`src/rtl/core/msp_pkg.sv`:
```
// shared types, status byte codes and decode helpers for the midi stream parser
// no dependencies
`timescale 1ns / 1ps
`default_nettype none

package msp_pkg;

  localparam logic [7:0] ST_SYSEX_START  = 8'hF0;
  localparam logic [7:0] ST_TIME_CODE    = 8'hF1;
  localparam logic [7:0] ST_SONG_POS     = 8'hF2;
  localparam logic [7:0] ST_SONG_SELECT  = 8'hF3;
  localparam logic [7:0] ST_TUNE_REQUEST = 8'hF6;
  localparam logic [7:0] ST_SYSEX_END    = 8'hF7;
  localparam logic [7:0] ST_REALTIME_MIN = 8'hF8;

  localparam logic [3:0] HI_PROG_CHANGE  = 4'hC;
  localparam logic [3:0] HI_CHAN_PRESS   = 4'hD;
  localparam logic [3:0] HI_SYSTEM       = 4'hF;

  typedef struct packed {
    logic       valid;
    logic [7:0] status;
    logic [6:0] data1;
    logic [6:0] data2;
  } msg_t;

  function automatic logic [1:0] data_length(input logic [7:0] status);
    logic [1:0] len;
    case (status[7:4])
      HI_PROG_CHANGE, HI_CHAN_PRESS: len = 2'd1;
      HI_SYSTEM:                     len = (status == ST_SONG_POS) ? 2'd2 : 2'd1;
      default:                       len = 2'd2;
    endcase
    return len;
  endfunction

endpackage

`default_nettype wire

```
`src/rtl/core/midi_stream_parser.sv`:
```
// midi stream parser top level: input stage, running status parser, result register
// depends on msp_pkg, msp_in_stage, msp_parse, msp_out_reg
//
// usage
//   input channel: one midi byte per transaction on rx_byte (in_valid / in_ready)
//   output channel: one complete message per transaction on msg_status,
//   msg_data1, msg_data2 (out_valid / out_ready); unused data fields are zero
//   real-time bytes and tune request give a message at once; channel and
//   system common messages come out when their last data byte arrives, and
//   running status lets further data bytes repeat the last status
//   sysex data, undefined status bytes and data with no status give no message
//   path: input register, then decode into the result register, then out_valid
//   throughput: 1 byte per cycle unless the result register stalls, set by
//   the single decode stage between the input register and the result register
//   stall: while a message waits in the result register with out_ready low,
//   the input register still takes one more byte, then in_ready drops
//   reset: clears both registers' valid flags, running status, the data count
//   and the sysex flag
`timescale 1ns / 1ps
`default_nettype none

module midi_stream_parser (
  input  wire logic       clk,
  input  wire logic       rst,
  input  wire logic       in_valid,
  output logic            in_ready,
  input  wire logic [7:0] rx_byte,
  output logic            out_valid,
  input  wire logic       out_ready,
  output logic [7:0]      msg_status,
  output logic [6:0]      msg_data1,
  output logic [6:0]      msg_data2
);
  import msp_pkg::*;

  logic       take;
  logic       stage_valid;
  logic [7:0] stage_byte;
  msg_t       msg_next;

  msp_in_stage u_in_stage (
    .clk        (clk),
    .rst        (rst),
    .in_valid   (in_valid),
    .in_ready   (in_ready),
    .rx_byte    (rx_byte),
    .take       (take),
    .stage_valid(stage_valid),
    .stage_byte (stage_byte)
  );

  msp_parse u_parse (
    .clk       (clk),
    .rst       (rst),
    .take      (take),
    .stage_byte(stage_byte),
    .msg_next  (msg_next)
  );

  msp_out_reg u_out_reg (
    .clk        (clk),
    .rst        (rst),
    .stage_valid(stage_valid),
    .msg_next   (msg_next),
    .take       (take),
    .out_valid  (out_valid),
    .out_ready  (out_ready),
    .msg_status (msg_status),
    .msg_data1  (msg_data1),
    .msg_data2  (msg_data2)
  );

endmodule

`default_nettype wire

```
`src/rtl/core/msp_in_stage.sv`:
```
// input register stage: holds one received byte until the parser takes it
// depends on msp_pkg
`timescale 1ns / 1ps
`default_nettype none

module msp_in_stage (
  input  wire logic       clk,
  input  wire logic       rst,
  input  wire logic       in_valid,
  output logic            in_ready,
  input  wire logic [7:0] rx_byte,
  input  wire logic       take,
  output logic            stage_valid,
  output logic [7:0]      stage_byte
);
  import msp_pkg::*;

  assign in_ready = !stage_valid || take;

  always_ff @(posedge clk) begin
    if (rst) begin
      stage_valid <= 1'b0;
    end else if (in_ready) begin
      stage_valid <= in_valid;
    end
  end

  always_ff @(posedge clk) begin
    if (in_valid && in_ready) begin
      stage_byte <= rx_byte;
    end
  end

endmodule

`default_nettype wire

```
`src/rtl/core/msp_parse.sv`:
```
// running status parser state and byte decode, one byte per transaction
// depends on msp_pkg
`timescale 1ns / 1ps
`default_nettype none

module msp_parse (
  input  wire logic          clk,
  input  wire logic          rst,
  input  wire logic          take,
  input  wire logic [7:0]    stage_byte,
  output msp_pkg::msg_t      msg_next
);
  import msp_pkg::*;

  logic [7:0] running_status;
  logic [1:0] expected_count;
  logic       byte_index;
  logic [6:0] first_data;
  logic       in_sysex;

  logic [7:0] running_status_next;
  logic [1:0] expected_count_next;
  logic       byte_index_next;
  logic [6:0] first_data_next;
  logic       in_sysex_next;

  always_comb begin
    running_status_next = running_status;
    expected_count_next = expected_count;
    byte_index_next     = byte_index;
    first_data_next     = first_data;
    in_sysex_next       = in_sysex;
    msg_next            = '0;

    if (stage_byte[7]) begin
      if (stage_byte >= ST_REALTIME_MIN) begin
        msg_next.valid  = 1'b1;
        msg_next.status = stage_byte;
      end else if (stage_byte[7:4] == HI_SYSTEM) begin
        case (stage_byte)
          ST_SYSEX_START: in_sysex_next = 1'b1;
          ST_TIME_CODE, ST_SONG_POS, ST_SONG_SELECT: begin
            in_sysex_next       = 1'b0;
            running_status_next = stage_byte;
            byte_index_next     = 1'b0;
            expected_count_next = data_length(stage_byte);
          end
          ST_TUNE_REQUEST: begin
            in_sysex_next   = 1'b0;
            msg_next.valid  = 1'b1;
            msg_next.status = stage_byte;
          end
          ST_SYSEX_END: in_sysex_next = 1'b0;
          default: ;
        endcase
      end else begin
        in_sysex_next       = 1'b0;
        running_status_next = stage_byte;
        byte_index_next     = 1'b0;
        expected_count_next = data_length(stage_byte);
      end
    end else if (!in_sysex && expected_count != 2'd0) begin
      if (!byte_index) begin
        if (expected_count == 2'd1) begin
          msg_next.valid  = 1'b1;
          msg_next.status = running_status;
          msg_next.data1  = stage_byte[6:0];
        end else begin
          first_data_next = stage_byte[6:0];
          byte_index_next = 1'b1;
        end
      end else begin
        byte_index_next = 1'b0;
        msg_next.valid  = 1'b1;
        msg_next.status = running_status;
        msg_next.data1  = first_data;
        msg_next.data2  = stage_byte[6:0];
      end
    end
  end

  always_ff @(posedge clk) begin
    if (rst) begin
      running_status <= '0;
      expected_count <= '0;
      byte_index     <= 1'b0;
      first_data     <= '0;
      in_sysex       <= 1'b0;
    end else if (take) begin
      running_status <= running_status_next;
      expected_count <= expected_count_next;
      byte_index     <= byte_index_next;
      first_data     <= first_data_next;
      in_sysex       <= in_sysex_next;
    end
  end

endmodule

`default_nettype wire

```
`src/rtl/core/msp_out_reg.sv`:
```
// result register: holds one finished message until the receiver takes it
// depends on msp_pkg
`timescale 1ns / 1ps
`default_nettype none

module msp_out_reg (
  input  wire logic          clk,
  input  wire logic          rst,
  input  wire logic          stage_valid,
  input  msp_pkg::msg_t      msg_next,
  output logic               take,
  output logic               out_valid,
  input  wire logic          out_ready,
  output logic [7:0]         msg_status,
  output logic [6:0]         msg_data1,
  output logic [6:0]         msg_data2
);
  import msp_pkg::*;

  logic can_load;

  assign can_load = !out_valid || out_ready;
  assign take     = stage_valid && can_load;

  always_ff @(posedge clk) begin
    if (rst) begin
      out_valid <= 1'b0;
    end else if (can_load) begin
      out_valid <= take && msg_next.valid;
    end
  end

  always_ff @(posedge clk) begin
    if (take && msg_next.valid) begin
      msg_status <= msg_next.status;
      msg_data1  <= msg_next.data1;
      msg_data2  <= msg_next.data2;
    end
  end

endmodule

`default_nettype wire

```
`config.mk`:
```
export PLATFORM = sky130hd
export DESIGN_NAME = midi_stream_parser
export DESIGN_NICKNAME = d
export VERILOG_FILES = /design/src/rtl/core/msp_pkg.sv /design/src/rtl/core/midi_stream_parser.sv /design/src/rtl/core/msp_in_stage.sv /design/src/rtl/core/msp_parse.sv /design/src/rtl/core/msp_out_reg.sv
export SDC_FILE = /design/constraint.sdc
export NUM_CORES = 1
export LEC_CHECK = 0
export BUFFER_PORTS_ARGS = -buffer_cell sky130_fd_sc_hd__buf_4
export CAP_MARGIN = 15
export CORE_UTILIZATION = 59
export CTS_CLUSTER_DIAMETER = 40
export DETAILED_ROUTE_END_ITERATION = 7
export MAX_ROUTING_LAYER = met4
export PLACE_DENSITY = 0.79
export SLEW_MARGIN = 20
export SYNTH_ARGS = -nofsm -noshare
export SYNTH_HDL_FRONTEND = slang
export SYNTH_SLANG_ARGS = --single-unit
```
`constraint.sdc`:
```
create_clock -name clk -period 4.3 [get_ports clk]
set_input_delay 1.29 -clock clk [delete_from_list [all_inputs] [get_ports clk]]
set_output_delay 1.29 -clock clk [all_outputs]
set_load 0.005 [all_outputs]
```
==> qor.csv <==
metric,value,unit
synth.lib_cells_used.distinct,41,
setup_repair_after_global_routing_missed_its_margin,no,
seq_power_share,0.694,
timing.max_cap.violations,0,
io_buffer_count,35,
whs_endpoint,u_parse.running_status[3],
timing.hold.worst_path_depth,2,
drc,0,
critPathCaptureType,output port,
worst_setup_path_start_kind,input port,
tns_setup,0,ns
fp-row-count,21,
cts_setup_buffers,0,
power_density,324,mW/mm^2
internal_power,0.607,mW
antenna_cells_inserted,0,
antenna_left,0,
r2r_start,u_in_stage.stage_byte[7],
fmax,0.327,GHz
critPathKind,in -> out,
layout_common_cells,"36 x sky130_fd_sc_hd__buf_4, 30 x sky130_fd_sc_hd__edfxtp_1, 21 x sky130_fd_sc_hd__dfxtp_1, 12 x sky130_fd_sc_hd__nor2_1, 12 x sky130_fd_sc_hd__a21oi_1",
yosys.area.top_type,sky130_fd_sc_hd__edfxtp_1,
hold_slack,0.485,ns
layout-drive-gt1-share,0.247,
most_frequently_used_flop_master_after_synthesis,sky130_fd_sc_hd__edfxtp_1,
fp.dieH,61.4,um
status,finished clean,
hold_path.class,reg -> reg,
synth_area_leaders,"sky130_fd_sc_hd__edfxtp_1 43%, sky130_fd_sc_hd__dfxtp_1 20%, sky130_fd_sc_hd__a22o_1 4.2%",
worstPathArrival,1.77,ns
grt_antenna_before_repair,0,
area_overhead_vs_synth,15.2,%
post_cts.resized_instances,0,
drt-pass1-iter-count,4,
grt_overflow,0,
first_global_vias,1224,
endpoints_failing_setup,0,
wire_length_of_the_first_global_routing_pass,5.73,mm
worst_slew_pin_slew,0.663,ns
tritoncts.num_buffers,5,
finalClockSkew,0.00776,ns
fillers,246,
root_buffer,sky130_fd_sc_hd__clkbuf_4,
totalWireLength,3.76,mm
detailedPlacementHpwl,2.62,mm
num_io_pins,36,
timing.reg2reg.worst_path_depth,5,
fp.coreArea,0.00336,sq mm
worst_slew_margin_rel,0.556,
fp.dieW,61.4,um
nets,209,
tritoncts_num_sinks,51,
synth-async-reset-ratio,0,
post_synth.cell_area_avg,12.7,sq um
clock_tree_from_tritoncts,yes,
clockPowerShare,0.259,
synth-edff-count,30,
detailedRoute.firstIterationViolations,52,
groute.usage.overall,0.228,
power_switching,0.169,mW
die-area,0.00377,sq mm
hp-start,u_parse.running_status[3],
cp_max_fo,2,
synthesis.area,0.00208,sq mm
synth.ff_latch_count,51,
routed-via-count,1417,
final_util,0.712,
synth_sequential_area_ratio,0.635,
ff2ff_setup_slack,2.27,ns
clk_latency,0.37,ns
final_cell_count_no_fill,244,
regToRegEndpoint,u_out_reg.msg_status[4],
final-max-slew-violation-count,0,
synth_largest_type_area_fraction,0.433,
cts.reportedPaths.clkPinSlew,0.12,ns
worst_ep_required_time,3.01,ns
final_hold_viol_count,0,
cts-root-to-sink-buffers,2,
final_min_period_over_clock_period,0.712,
netlist_instances,164,
combPwrFrac,0.046,
worst_ir_drop_vdd,0.252,mV
power_leakage,0.986,nW
synthesized_nets,176,
finalCriticalPeriod,3.06,ns
clock_tree.htree_level_count,2,
grt_max_degree,23,
synth.yosys.warnings,0,
layout_commonest_cell,sky130_fd_sc_hd__buf_4,
initial_utilization,0.618,
dpl.cell_count,236,
routabilityCongestion,0.855,
post_drt_via_cell_ratio,5.81,
wire_per_inst,15.4,um
cts_hold_repair.buffers,0,
p_sw_frac,0.218,
flip-flops by register name, summed over array words and instances, names as in the netlist:
| name | flops |
|---|---|
| u_parse.expected_count | 2 |
| u_out_reg.msg_status | 8 |
| u_parse.running_status | 8 |
| u_parse.byte_index | 1 |
| u_in_stage.stage_byte | 8 |
| u_out_reg.msg_data2 | 7 |
| u_in_stage.stage_valid | 1 |
| u_parse.first_data | 7 |
| u_out_reg.out_valid | 1 |
| u_parse.in_sysex | 1 |
| u_out_reg.msg_data1 | 7 |
cells by family after synthesis:
kind of cell           Yosys count  synth area share
AND/OR/NAND/NOR                 47             0.132
flip-flops                      51             0.635
AO/OA/AOI/OAI                   47             0.166
buffers and inverters           12            0.0325
multiplexers                     7            0.0337
per-layer routing:
layer  vias up  wire [um]  GRT usage
met3         6        238     0.0630
met2        67       1970      0.390
met4         0         53     0.0857
met1       663       1500      0.255
li1        681          -          -
met5         -          0          -
layout make-up:
class	count	area, sq um	area share
Clock buffer	8	48.8	0.0204
Timing Repair Buffer	36	270	0.113
Inverter	2	7.51	0.00313
Multi-Input combinational cell	101	691	0.288
Sequential cell	51	1320	0.551
Tap cell	46	57.6	0.0240
stage by stage:
stage               area (sq um)  total power, mW  setup slack (ns)
floorplan                   2080            0.570              1.41
global placement            2350            0.583              1.26
detailed placement          2350            0.586              1.24
CTS                         2400            0.777              1.23
global route                2400            0.801              1.17
finish                      2400            0.776              1.24
worst max path at each step:
stage	end	slack, ns	depth (start not counted)	from
after floorplan	u_out_reg.msg_data1[0]	1.41	3	out_ready
after global placement	in_ready	1.26	4	out_ready
after detailed placement	in_ready	1.24	4	out_ready
after CTS	in_ready	1.23	4	out_ready
after global routing	in_ready	1.17	4	out_ready
final	in_ready	1.24	4	out_ready
critical path, stage by stage:
cell and delay (ns):
sky130_fd_sc_hd__buf_4 0.11, sky130_fd_sc_hd__nor2b_1 0.14, sky130_fd_sc_hd__nand2_1 0.09, sky130_fd_sc_hd__buf_4 0.15
power by group through the flow:
stage | logic (mW) | registers (mW) | clock network (mW)
4_1_cts | 0.0362 | 0.538 | 0.202
3_5_place_dp | 0.0361 | 0.550 | 0
5_1_grt | 0.0393 | 0.540 | 0.221
2_1_floorplan | 0.0290 | 0.541 | 0
6_report | 0.0361 | 0.539 | 0.201
3_3_place_gp | 0.0343 | 0.548 | 0
cell usage after synthesis, types with 2 or more instances:
cell type,instances
sky130_fd_sc_hd__edfxtp_1,30
sky130_fd_sc_hd__dfxtp_1,21
sky130_fd_sc_hd__a21oi_1,12
sky130_fd_sc_hd__nor2_1,12
sky130_fd_sc_hd__a22o_1,10
sky130_fd_sc_hd__o21ai_0,10
sky130_fd_sc_hd__and2_1,8
sky130_fd_sc_hd__nand3_1,8
sky130_fd_sc_hd__mux2i_1,7
sky130_fd_sc_hd__a21o_1,4
sky130_fd_sc_hd__nand2_1,4
sky130_fd_sc_hd__buf_4,3
sky130_fd_sc_hd__clkbuf_1,3
sky130_fd_sc_hd__buf_2,2
sky130_fd_sc_hd__inv_1,2
sky130_fd_sc_hd__nand2b_1,2
sky130_fd_sc_hd__nor2b_1,2
Power figures use the tool's default switching activity.
